## config.mk

```make
export PLATFORM = sky130hd
export DESIGN_NAME = winnowing_fingerprint_selector_flat
export DESIGN_NICKNAME = d
export VERILOG_FILES = /design/src/sv/wfs_pkg.sv /design/src/sv/wfs_if.sv /design/src/sv/wfs_ctrl.sv /design/src/sv/wfs_datapath.sv /design/src/sv/winnowing_fingerprint_selector.sv /design/src/flat_wrapper.sv
export SDC_FILE = /design/constraint.sdc
export NUM_CORES = 2
export LEC_CHECK = 0
export ABC_AREA = 0
export BUFFER_PORTS_ARGS = -buffer_cell sky130_fd_sc_hd__buf_4
export CORE_ASPECT_RATIO = 1.4
export CORE_UTILIZATION = 54
export DETAILED_ROUTE_END_ITERATION = 16
export PLACE_DENSITY = 0.7
export SLEW_MARGIN = 20
export SYNTH_ARGS = -nofsm -noshare
export SYNTH_HDL_FRONTEND = slang
export SYNTH_HIERARCHICAL = 1
export SYNTH_SLANG_ARGS = --single-unit
```

## constraint.sdc

```tcl
create_clock -name i_clk -period 7.69 [get_ports i_clk]
set_input_delay 0.769 -clock i_clk [delete_from_list [all_inputs] [get_ports i_clk]]
set_output_delay 0.769 -clock i_clk [all_outputs]
set_load 0.01 [all_outputs]
```

## src/sv/wfs_pkg.sv

```systemverilog
`default_nettype none

package wfs_pkg;

    // Configuration port geometry.
    localparam int APB_DW  = 32;
    localparam int PADDR_W = 3;
    localparam int IDX_W   = 1;

    // Register map: the register index sits above the byte offset.
    localparam logic [IDX_W-1:0] REG_WINDOW_SIZE = 1'b0;

    // Window size register.
    localparam int CFG_W = 7;
    localparam logic [CFG_W-1:0] WINDOW_SIZE_RESET = 7'd4;

    // Controller states.
    typedef enum logic [1:0] {
        ST_IDLE,
        ST_SCAN,
        ST_EMIT
    } t_state;

    // Commands from the controller to the datapath.
    typedef struct packed {
        logic accept;
        logic scan;
        logic finish;
        logic load_out;
    } t_dp_cmd;

    // Status from the datapath to the controller.
    typedef struct packed {
        logic need_scan;
        logic emit;
        logic scan_busy;
        logic out_free;
    } t_dp_status;

endpackage

`default_nettype wire

```

## src/sv/wfs_if.sv

```systemverilog
`default_nettype none

// Request channel carrying one k-gram hash.
interface wfs_item_if #(
    parameter int HASH_BITS = 31
) ();
    logic                 valid;
    logic                 ready;
    logic [HASH_BITS-1:0] hash_value;
    logic                 last_of_document;

    modport source (output valid, output hash_value, output last_of_document, input ready);
    modport sink   (input valid, input hash_value, input last_of_document, output ready);
endinterface

// Request channel carrying one selected fingerprint.
interface wfs_fp_if #(
    parameter int HASH_BITS = 31
) ();
    logic                 valid;
    logic                 ready;
    logic [HASH_BITS-1:0] fingerprint;

    modport source (output valid, output fingerprint, input ready);
    modport sink   (input valid, input fingerprint, output ready);
endinterface

`default_nettype wire

```

## src/sv/wfs_ctrl.sv

```systemverilog
`default_nettype none

module wfs_ctrl (
    input  wire logic                i_clk,
    input  wire logic                i_rst_n,
    input  wire logic                i_in_valid,
    output logic                     o_in_ready,
    input  wire wfs_pkg::t_dp_status i_status,
    output wfs_pkg::t_dp_cmd         o_cmd
);

    wfs_pkg::t_state r_state;
    wfs_pkg::t_state n_state;

    // State register.
    always_ff @(posedge i_clk) begin
        if (!i_rst_n) begin
            r_state <= wfs_pkg::ST_IDLE;
        end else begin
            r_state <= n_state;
        end
    end

    // Next state: a rescan runs until its last compare, then the result waits for the output.
    always_comb begin
        n_state = r_state;
        case (r_state)
            wfs_pkg::ST_IDLE: begin
                if (i_in_valid) begin
                    if (i_status.need_scan) begin
                        n_state = wfs_pkg::ST_SCAN;
                    end else if (i_status.emit) begin
                        n_state = wfs_pkg::ST_EMIT;
                    end
                end
            end
            wfs_pkg::ST_SCAN: begin
                if (!i_status.scan_busy) begin
                    n_state = wfs_pkg::ST_EMIT;
                end
            end
            wfs_pkg::ST_EMIT: begin
                if (i_status.out_free) begin
                    n_state = wfs_pkg::ST_IDLE;
                end
            end
            default: begin
                n_state = wfs_pkg::ST_IDLE;
            end
        endcase
    end

    // Commands to the datapath.
    always_comb begin
        o_in_ready     = 1'b0;
        o_cmd          = '0;
        case (r_state)
            wfs_pkg::ST_IDLE: begin
                o_in_ready   = 1'b1;
                o_cmd.accept = i_in_valid;
            end
            wfs_pkg::ST_SCAN: begin
                o_cmd.scan   = 1'b1;
                o_cmd.finish = !i_status.scan_busy;
            end
            wfs_pkg::ST_EMIT: begin
                o_cmd.load_out = i_status.out_free;
            end
            default: begin
                o_in_ready = 1'b0;
            end
        endcase
    end

endmodule

`default_nettype wire

```

## src/sv/wfs_datapath.sv

```systemverilog
`default_nettype none

module wfs_datapath #(
    parameter int WINDOW_MAX = 64,
    parameter int HASH_BITS  = 31
) (
    input  wire logic                        i_clk,
    input  wire logic                        i_rst_n,
    input  wire wfs_pkg::t_dp_cmd            i_cmd,
    output wfs_pkg::t_dp_status              o_status,
    input  wire logic [HASH_BITS-1:0]        i_hash_value,
    input  wire logic                        i_last_of_document,
    input  wire logic [wfs_pkg::CFG_W-1:0]   i_window_size,
    input  wire logic                        i_out_ready,
    output logic                             o_out_valid,
    output logic [HASH_BITS-1:0]             o_fingerprint
);

    localparam int PTR_W = $clog2(WINDOW_MAX);
    localparam int CNT_W = $clog2(WINDOW_MAX + 1);
    localparam int CW    = (CNT_W > wfs_pkg::CFG_W) ? CNT_W : wfs_pkg::CFG_W;

    // Window store: one write port, one registered read port.
    logic [HASH_BITS-1:0] r_mem [WINDOW_MAX];

    logic [PTR_W-1:0]     r_wp;
    logic [CNT_W-1:0]     r_seen;
    logic [HASH_BITS-1:0] r_min;
    logic [CNT_W-1:0]     r_age;
    logic                 r_last;
    logic [CNT_W-1:0]     r_iss_age;
    logic                 r_cmp_vld;
    logic                 r_out_vld;

    logic [PTR_W-1:0]     r_rd_ptr;
    logic [HASH_BITS-1:0] r_rd_data;
    logic [CNT_W-1:0]     r_cmp_age;
    logic [HASH_BITS-1:0] r_best;
    logic [CNT_W-1:0]     r_best_age;
    logic [HASH_BITS-1:0] r_res;
    logic [HASH_BITS-1:0] r_out_data;

    logic [CW-1:0]        ws_ext;
    logic [CNT_W-1:0]     ws;
    logic                 full;
    logic [CNT_W-1:0]     seen_inc;
    logic [CNT_W:0]       age1;
    logic                 fill_take;
    logic                 fill_emit;
    logic                 need_scan;
    logic                 cmp_emit;
    logic                 issue;
    logic [PTR_W-1:0]     wp_inc;
    logic [PTR_W-1:0]     first_rd;
    logic [PTR_W-1:0]     rd_dec;

    // Effective window size: zero counts as one, and it never exceeds the store.
    always_comb begin
        ws_ext = CW'(i_window_size);
        if (ws_ext == '0) begin
            ws_ext = CW'(1);
        end else if (ws_ext > CW'(WINDOW_MAX)) begin
            ws_ext = CW'(WINDOW_MAX);
        end
        ws = ws_ext[CNT_W-1:0];
    end

    // Per-item decision for the hash on the input channel.
    always_comb begin
        full      = (r_seen >= ws);
        seen_inc  = r_seen + CNT_W'(1);
        age1      = {1'b0, r_age} + (CNT_W + 1)'(1);
        fill_take = (r_seen == '0) || (i_hash_value <= r_min);
        fill_emit = (seen_inc == ws) || i_last_of_document;
        need_scan = full && (age1 >= {1'b0, ws});
        cmp_emit  = full && !need_scan && (i_hash_value < r_min);
        issue     = (r_iss_age < ws);
    end

    // Ring pointer arithmetic for a store depth that need not be a power of two.
    always_comb begin
        wp_inc   = (r_wp == PTR_W'(WINDOW_MAX - 1)) ? '0 : r_wp + PTR_W'(1);
        first_rd = (r_wp == '0) ? PTR_W'(WINDOW_MAX - 1) : r_wp - PTR_W'(1);
        rd_dec   = (r_rd_ptr == '0) ? PTR_W'(WINDOW_MAX - 1) : r_rd_ptr - PTR_W'(1);
    end

    // Status toward the controller.
    always_comb begin
        o_status.need_scan = need_scan;
        o_status.emit      = full ? cmp_emit : fill_emit;
        o_status.scan_busy = issue || r_cmp_vld;
        o_status.out_free  = !r_out_vld || i_out_ready;
    end

    // Document state, scan sequencing and output valid.
    always_ff @(posedge i_clk) begin
        if (!i_rst_n) begin
            r_wp      <= '0;
            r_seen    <= '0;
            r_min     <= '1;
            r_age     <= '0;
            r_last    <= 1'b0;
            r_iss_age <= '0;
            r_cmp_vld <= 1'b0;
            r_out_vld <= 1'b0;
        end else begin
            if (i_cmd.accept) begin
                r_wp   <= wp_inc;
                r_last <= i_last_of_document;
                if (!full) begin
                    r_seen <= seen_inc;
                    if (fill_take) begin
                        r_min <= i_hash_value;
                        r_age <= '0;
                    end else if (r_age < CNT_W'(WINDOW_MAX)) begin
                        r_age <= r_age + CNT_W'(1);
                    end
                end else if (need_scan) begin
                    r_iss_age <= CNT_W'(1);
                    r_cmp_vld <= 1'b0;
                end else if (i_hash_value < r_min) begin
                    r_min <= i_hash_value;
                    r_age <= '0;
                end else begin
                    r_age <= age1[CNT_W-1:0];
                end
                // End of document without a rescan clears at once.
                if (i_last_of_document && !need_scan) begin
                    r_wp   <= '0;
                    r_seen <= '0;
                    r_min  <= '1;
                    r_age  <= '0;
                end
            end
            if (i_cmd.scan) begin
                r_cmp_vld <= issue;
                if (issue) begin
                    r_iss_age <= r_iss_age + CNT_W'(1);
                end
            end
            if (i_cmd.finish) begin
                r_min <= r_best;
                r_age <= r_best_age;
                if (r_last) begin
                    r_wp   <= '0;
                    r_seen <= '0;
                    r_min  <= '1;
                    r_age  <= '0;
                end
            end
            if (i_cmd.load_out) begin
                r_out_vld <= 1'b1;
            end else if (i_out_ready) begin
                r_out_vld <= 1'b0;
            end
        end
    end

    // Store, scan compare and result payload.
    always_ff @(posedge i_clk) begin
        if (i_cmd.accept) begin
            r_mem[r_wp] <= i_hash_value;
            // The newest hash seeds the rescan; older entries replace it only when smaller.
            r_best     <= i_hash_value;
            r_best_age <= '0;
            r_rd_ptr   <= first_rd;
            if (!full && !fill_take) begin
                r_res <= r_min;
            end else begin
                r_res <= i_hash_value;
            end
        end
        if (i_cmd.scan && issue) begin
            r_rd_data <= r_mem[r_rd_ptr];
            r_rd_ptr  <= rd_dec;
            r_cmp_age <= r_iss_age;
        end
        if (i_cmd.scan && r_cmp_vld && (r_rd_data < r_best)) begin
            r_best     <= r_rd_data;
            r_best_age <= r_cmp_age;
        end
        if (i_cmd.finish) begin
            r_res <= r_best;
        end
        if (i_cmd.load_out) begin
            r_out_data <= r_res;
        end
    end

    assign o_out_valid   = r_out_vld;
    assign o_fingerprint = r_out_data;

    // A waiting result is never overwritten.
    a_no_overwrite: assert property (@(posedge i_clk) disable iff (!i_rst_n)
        (r_out_vld && !i_out_ready) |-> !i_cmd.load_out)
        else $error("result register loaded while a result still waits");

    // A rescan only completes after its last compare.
    a_finish_idle: assert property (@(posedge i_clk) disable iff (!i_rst_n)
        i_cmd.finish |-> (!issue && !r_cmp_vld))
        else $error("rescan finished with reads outstanding");

    // The write pointer stays inside the store.
    a_wp_range: assert property (@(posedge i_clk) disable iff (!i_rst_n)
        i_cmd.accept |=> (r_wp <= PTR_W'(WINDOW_MAX - 1)))
        else $error("write pointer left the store");

endmodule

`default_nettype wire

```

## src/sv/winnowing_fingerprint_selector.sv

```systemverilog
// Winnowing fingerprint selector. Hashes arrive one per request on i_item; selected
// fingerprints leave on o_fp through an output register, so a new hash is taken while
// a result still waits. A hash that emits passes through the emit state, and a hash that
// finds the current minimum aged out of the window triggers a rescan of window_size - 1
// older entries through the store's single read port. The window size register (byte
// address 0, 7 bits, reset 4) is written over the APB-style port; the user must write it
// only while the block is idle, which the block itself does not enforce. Zero acts as one
// and values above WINDOW_MAX act as WINDOW_MAX. Store contents need no clearing.
`default_nettype none

module winnowing_fingerprint_selector #(
    parameter int WINDOW_MAX = 64,
    parameter int HASH_BITS  = 31
) (
    input  wire logic                          i_clk,
    input  wire logic                          i_rst_n,
    wfs_item_if.sink                           i_item,
    wfs_fp_if.source                           o_fp,
    input  wire logic                          psel,
    input  wire logic                          penable,
    input  wire logic                          pwrite,
    input  wire logic [wfs_pkg::PADDR_W-1:0]   paddr,
    input  wire logic [wfs_pkg::APB_DW-1:0]    pwdata,
    output logic [wfs_pkg::APB_DW-1:0]         prdata,
    output logic                               pready
);

    logic [wfs_pkg::CFG_W-1:0] r_window_size;
    logic                      reg_hit;
    wfs_pkg::t_dp_cmd          cmd;
    wfs_pkg::t_dp_status       status;
    logic                      in_ready;
    logic                      out_valid;
    logic [HASH_BITS-1:0]      fingerprint;

    // Register decode.
    assign reg_hit = (paddr[wfs_pkg::PADDR_W-1:2] == wfs_pkg::REG_WINDOW_SIZE);
    assign pready  = 1'b1;

    // Window size register.
    always_ff @(posedge i_clk) begin
        if (!i_rst_n) begin
            r_window_size <= wfs_pkg::WINDOW_SIZE_RESET;
        end else if (psel && penable && pwrite && reg_hit) begin
            r_window_size <= pwdata[wfs_pkg::CFG_W-1:0];
        end
    end

    // Read back.
    always_comb begin
        prdata = '0;
        if (reg_hit) begin
            prdata = {{(wfs_pkg::APB_DW - wfs_pkg::CFG_W){1'b0}}, r_window_size};
        end
    end

    wfs_ctrl u_ctrl (
        .i_clk      (i_clk),
        .i_rst_n    (i_rst_n),
        .i_in_valid (i_item.valid),
        .o_in_ready (in_ready),
        .i_status   (status),
        .o_cmd      (cmd)
    );

    wfs_datapath #(
        .WINDOW_MAX (WINDOW_MAX),
        .HASH_BITS  (HASH_BITS)
    ) u_datapath (
        .i_clk              (i_clk),
        .i_rst_n            (i_rst_n),
        .i_cmd              (cmd),
        .o_status           (status),
        .i_hash_value       (i_item.hash_value),
        .i_last_of_document (i_item.last_of_document),
        .i_window_size      (r_window_size),
        .i_out_ready        (o_fp.ready),
        .o_out_valid        (out_valid),
        .o_fingerprint      (fingerprint)
    );

    // Channel connections.
    assign i_item.ready   = in_ready;
    assign o_fp.valid     = out_valid;
    assign o_fp.fingerprint = fingerprint;

endmodule

`default_nettype wire
```

## src/flat_wrapper.sv

```systemverilog
// flat-port wrapper written by rule: the top's interface ports become plain ports
module winnowing_fingerprint_selector_flat 
#(
    parameter int WINDOW_MAX = 64,
    parameter int HASH_BITS  = 31
)
  (i_clk, i_rst_n, psel, penable, pwrite, paddr, pwdata, prdata, pready, i_item_valid, i_item_hash_value, i_item_last_of_document, i_item_ready, o_fp_valid, o_fp_fingerprint, o_fp_ready);
  wfs_item_if #(.HASH_BITS(HASH_BITS)) i_item_i ();
  wfs_fp_if #(.HASH_BITS(HASH_BITS)) o_fp_i ();
  input  wire logic i_clk;
  input  wire logic i_rst_n;
  input  wire logic psel;
  input  wire logic penable;
  input  wire logic pwrite;
  input  wire logic [wfs_pkg::PADDR_W-1:0] paddr;
  input  wire logic [wfs_pkg::APB_DW-1:0] pwdata;
  output logic [wfs_pkg::APB_DW-1:0] prdata;
  output logic pready;
  input wire logic [$bits(i_item_i.valid)-1:0] i_item_valid;
  input wire logic [$bits(i_item_i.hash_value)-1:0] i_item_hash_value;
  input wire logic [$bits(i_item_i.last_of_document)-1:0] i_item_last_of_document;
  output wire logic [$bits(i_item_i.ready)-1:0] i_item_ready;
  output wire logic [$bits(o_fp_i.valid)-1:0] o_fp_valid;
  output wire logic [$bits(o_fp_i.fingerprint)-1:0] o_fp_fingerprint;
  input wire logic [$bits(o_fp_i.ready)-1:0] o_fp_ready;
  assign i_item_i.valid = i_item_valid;
  assign i_item_i.hash_value = i_item_hash_value;
  assign i_item_i.last_of_document = i_item_last_of_document;
  assign i_item_ready = i_item_i.ready;
  assign o_fp_valid = o_fp_i.valid;
  assign o_fp_fingerprint = o_fp_i.fingerprint;
  assign o_fp_i.ready = o_fp_ready;
  winnowing_fingerprint_selector #(.WINDOW_MAX(WINDOW_MAX), .HASH_BITS(HASH_BITS)) u_core (.i_clk(i_clk), .i_rst_n(i_rst_n), .i_item(i_item_i), .o_fp(o_fp_i), .psel(psel), .penable(penable), .pwrite(pwrite), .paddr(paddr), .pwdata(pwdata), .prdata(prdata), .pready(pready));
endmodule
```

; After elaboration in Yosys (flattened, before gate mapping)
; Memory sizes are Yosys's and may differ from the RTL's. A register that Yosys moved wholly into a read port is not among the register bits.
; Index checks and enable logic that the tools add are counted.
; Widths: inputs -> output; s select.
[word_totals]
reg_bits = 183
ram_bits = 1984
inputBits = 74
out_inout_bits = 66
elab_cells = 146
n_memories = 1
[mem_list]
columns = name, words, word_bits, rd, rd_clocked_by_memory_dff, wr, line
row1 = u_core.u_datapath.r_mem, 64, 31, 1, 1, 1, wfs_datapath.sv:24  ; logic [HASH_BITS-1:0] r_mem [WINDOW_MAX];
[op_classes]
add_sub_neg = 7
order_cmp = 8
eq_ne = 10
muxes = 65
bitwise_logic = 1
n_reduce_logical = 38
[op_table]
columns = cell, n
row1 = $mux 31, 13
row2 = $mux 7, 24
row3 = $lt 31x31->1, 2
row4 = $mux 6, 9
row5 = $le 31x31->1, 1
row6 = $add 7x1->7 const B, 3
row7 = $logic_not 7->1, 2
row8 = $reduce_bool 2->1, 7
row9 = $logic_not 6->1, 2
row10 = $mux 1, 12
row11 = $mux 2, 6
row12 = $sub 6x1->6 const B, 2
row13 = $logic_and 1x1->1, 11
row14 = $add 7x1->8 const B, 1
row15 = $ge 8x7->1, 1
row16 = $reduce_and 4->1, 2
row17 = $eq 7x7->1, 1
row18 = $ge 7x7->1, 1
row19 = $gt 7x7->1 const B, 1
row20 = $lt 7x7->1, 1
row21 = $lt 7x7->1 const B, 1
row22 = $add 6x1->6 const B, 1
row23 = $eq 6x6->1 const B, 1
row24 = $ne 2x2->1 const B, 3
row25 = other kinds (13), 21

; Logic depth before layout (Yosys ltp)
[logic_depth]
depth_word = 13
mapped_depth = 15
depth_no_buf = 13

; Modules after synthesis
; The synthesis kept the hierarchy.
[by_module_without_submodules]
columns = module, n_inst, cells_each, area_each_um2, seq_area_each_um2
row1 = wfs_datapath, 1, 3899, 85995.0, 65122.5
row2 = winnowing_fingerprint_selector, 1, 66, 556.8, 140.1
row3 = wfs_ctrl, 1, 15, 137.6, 40.0

; Worst setup path after synthesis
; Ideal clock, no wire load.
[synth_path]
path_type = input -> register
from = input i_item_valid
to = memory u_core.u_datapath.r_mem[40][0], enable pin
setup_time_ps = 497
t_arrival_ps = 4485
t_required_ps = 7193
path_slack_ps = 2708
cell_stages = 4
path_buffers = 1
path_cell_list = nor3b_2 -> clkbuf_1 -> nand4b_1 -> nor4_1
[synth_via]
elab_chain_len = 3
[synth_lines]
columns = element, line
row1 = from (decl), flat_wrapper.sv:19  ; input wire logic [$bits(i_item_i.valid)-1:0] i_item_valid;
row2 = $mux 1, wfs_ctrl.sv:57  ; case (r_state)
row3 = $mux 1, wfs_datapath.sv:161  ; if (i_cmd.accept) begin
row4 = $mux 1 (implied by the code), wfs_datapath.sv:162  ; r_mem[r_wp] <= i_hash_value;
row5 = to (decl), wfs_datapath.sv:24
; No other way between the ends.

==> results by group <==
Global route
  – Largest net degree at the start of global routing: 127
  – Gr ovfl total: 0
  – Met3 GRT Util: 3.613%
  – Initial antenna violation count: 5
  – Global Route Usage Sum: 24.31%
  – Vias in the first global route: 41107
  – Routing usage on met2: 42.41%
  – First-pass GRT wire length: 281.8 mm
  – GRT busiest layer: met2
  – Grt met1 use: 32.32%

Critical path
  – Reg-to-reg startpoint: u_core/u_ctrl/r_state[1]$_SDFFE_PN0P_
  – Setup crit end kind: flip-flop
  – Worst Path Required: 8.14 ns
  – Crit-path max FO: 18
  – Worst EP arrival: 4.92 ns
  – Startpoint class of the critical path: flip-flop
  – Crit Path Class: flip-flop to flip-flop
  – Worst Setup SP: u_core/u_ctrl/r_state[1]$_SDFFE_PN0P_

Logic synthesis
  – Top cells by area, synth: edfxtp_1 (74%), mux4_2 (17%), dfxtp_1 (1.6%)
  – Ys Warns: 6
  – Cell variety after synth: 70
  – Synthesis-stage register bit count: 2198
  – EDFF count, synth: 2128
  – Post-synth top area share: 73.71%
  – Top FF cell, synth: edfxtp_1
  – Post-synthesis sequential area ratio: 75.33%
  – Commonest cells in the netlist: edfxtp_1 (2128), mux4_2 (651), nor2_1 (138)
  – Area leader, netlist: edfxtp_1
  – Synthesized area per cell: 21.78 um^2
  – Synth Instances: 3980
  – Post-synth ARST share: 0%
  – Cell with the most instances after synthesis: edfxtp_1
  – Cell Area, Synth: 0.08669 mm^2

Clock tree
  – Clock latency on the worst-skew pair: 0.81 ns
  – Setup Fix Bufs, Post-CTS: 0
  – Worst-case clock buffer depth: 3
  – Reg clk slew, reported paths: 0.06 ns
  – CTS HTree Levels: 4
  – Clock root buffer: clkbuf_16
  – CTS Sinks: 2198
  – CTS resizes: 0
  – Post-CTS Hold Buffers: 0
  – TritonCTS Buffers: 189
  – CTS tree: yes

Detailed routing
  – DR vias: 40770
  – Final ANT Viol Nets: 0
  – Wire per inst: 30.35 um
  – Detailed-route wire length: 194.8 mm
  – Initial drt markers: 4596
  – Post-DR vias/cell: 6.352
  – DRC: 0
  – DRT Pass-1 Iters: 6

Floorplanning
  – Die width: 340.6 um
  – Cell row count: 173
  – Die Y: 476.1 um
  – Starting Density: 54.49%
  – Die footprint: 0.1622 mm^2
  – I/O pin cnt: 140
  – Core ar.: 0.1591 mm^2

Status
  – Status: finished clean

Pwr
  – VDD IR max: 0.1867 mV
  – Leak Pwr: 31.52 nW
  – P per Cell Area: 243.8 mW/mm^2

STA
  – Final setup violation count: 0
  – Setup TNS: 0 ns
  – Max Transition Viols Final: 0
  – RSZ-0062 raised after global routing: false
  – Fmax achieved: 0.2232 GHz
  – Slew margin rel.: 24.83%
  – Fin. Hold Viols: 0
  – Minimum clock period: 4.479 ns
  – Period utilization: 58.25%
  – Max Clock Skew: 0.02704 ns
  – Slew @ Worst Pin: 1.119 ns
  – WHS: 0.2260 ns

Hold path
  – Hold path start: pwdata[3]
  – Hold/Removal Path Class: input port to flip-flop

Final layout
  – Share of cells above drive strength 1: 28.65%
  – Final Util: 60.67%
  – Area grow syn2layout: 11.34%
  – NumNets Final: 4322

Job
  – Total of max-cap violations: 0

Placement
  – IO Port Bufs: 86
  – RD Place Congestion: 0.8499
  – Post-detail-place hpwl: 109.2 mm
[flip-flops by register name (all words and copies together), names as in the netlist, 31 cells and up]
signal and cells:
u_core/u_datapath/r_mem 1984, u_core/u_datapath/o_fingerprint 31, u_core/u_datapath/r_best 31, u_core/u_datapath/r_min 31
u_core/u_datapath/r_rd_data 31, u_core/u_datapath/r_res 31
[routing by layer]
metal / vias to the layer above / routed length (um) / part of all wire (%)
li1: 16958 / - / -
met4: 0 / 4335 / 2.2
met3: 281 / 13010 / 6.7
met5: - / 0 / 0
met1: 21867 / 74700 / 38
met2: 1664 / 102700 / 53
[where the power goes]
part           total (mW)  leakage (nW)  switching [mW]  internal, mW
Combinational       0.842          8.79           0.533         0.309
Sequential           13.2          19.8          0.0378          13.2
Clock                9.45          2.97            4.18          5.26
Total                23.5          31.5            4.75          18.8
[final timing paths]
check / end / slack, ns / cells past startpoint
setup / recovery: u_core/u_datapath/r_mem[18][14]$_DFFE_PP_ / 3.21 / 5
hold / removal: u_core/r_window_size[3]$_SDFFE_PN0P_ / 0.23 / 3
setup reg to reg: u_core/u_datapath/r_mem[18][14]$_DFFE_PP_ / 3.21 / 5
hold reg to reg: u_core/u_datapath/o_fingerprint[11]$_DFFE_PP_ / 0.41 / 0
[stage by stage]
step | total power [mW] | setup WS, ns | cells | area [um^2]
6_report | 23.53 | 3.211 | 6418 | 96520
5_1_grt | 24.17 | 3.151 | 6418 | 96520
4_1_cts | 23.68 | 3.254 | 6417 | 96520
3_5_place_dp | 14.34 | 2.861 | 6068 | 90380
3_3_place_gp | 14.32 | 2.882 | 6068 | 90380
2_1_floorplan | 13.96 | 2.708 | 4004 | 86780
[cell families (layout without fill, tap and decap cells)]
| logic type | Yosys count | count (layout) | share of synthesized area (%) |
|---|---|---|---|
| other | 2 | 27 | 0.008663 |
| AOI/OAI and AO/OA | 265 | 265 | 1.951 |
| xor gates and xnor gates | 27 | 27 | 0.2728 |
| buffers and inverters | 322 | 635 | 1.668 |
| DFF | 2198 | 2198 | 75.33 |
| muxes | 692 | 692 | 17.43 |
| adders and majority gates | 89 | 89 | 1.285 |
| and+or+nand+nor | 385 | 385 | 2.054 |
[placed cells by master, fill, tap and decap left out, types with 7 or more instances in the layout]
cell type,instances
ha_1,89
o211ai_1,34
nand2b_1,11
inv_1,88
and3_1,8
clkbuf_16,193
nor2_1,78
o21ai_0,56
nand2_1,121
clkinvlp_4,9
dfxtp_1,70
clkinv_8,7
clkinv_2,29
nor3_1,13
mux2i_1,10
buf_4,188
o22ai_1,34
clkinv_1,38
mux4_2,651
xnor2_1,13
bufinv_16,18
buf_12,9
clkbuf_1,44
mux2_2,31
xor2_1,14
nand4_1,17
edfxtp_1,2128
nor2b_1,8
conb_1,26
nor2_4,60
and2b_2,7
nand3_1,25
a21oi_1,68
a21o_1,24
[final cells by class]
type	count	area, um^2
Sequential cell	2198	65300
Timing Repair Buffer	197	1592
Clock inverter	108	1092
Multi-Input combinational cell	1484	20520
Tap cell	2100	2628
Clock buffer	241	5050
Fill cell	10890	62570
Inverter	89	334.1
Antenna cell	1	2.502
[critical path, stage by stage, from the launching register on]
cell     delay (ns)
dfxtp_1        0.40
nor3b_2        0.89
inv_1          0.57
or4_1          1.01
nor2_4         0.72
buf_4          0.51
Power figures use the tool's default switching activity.
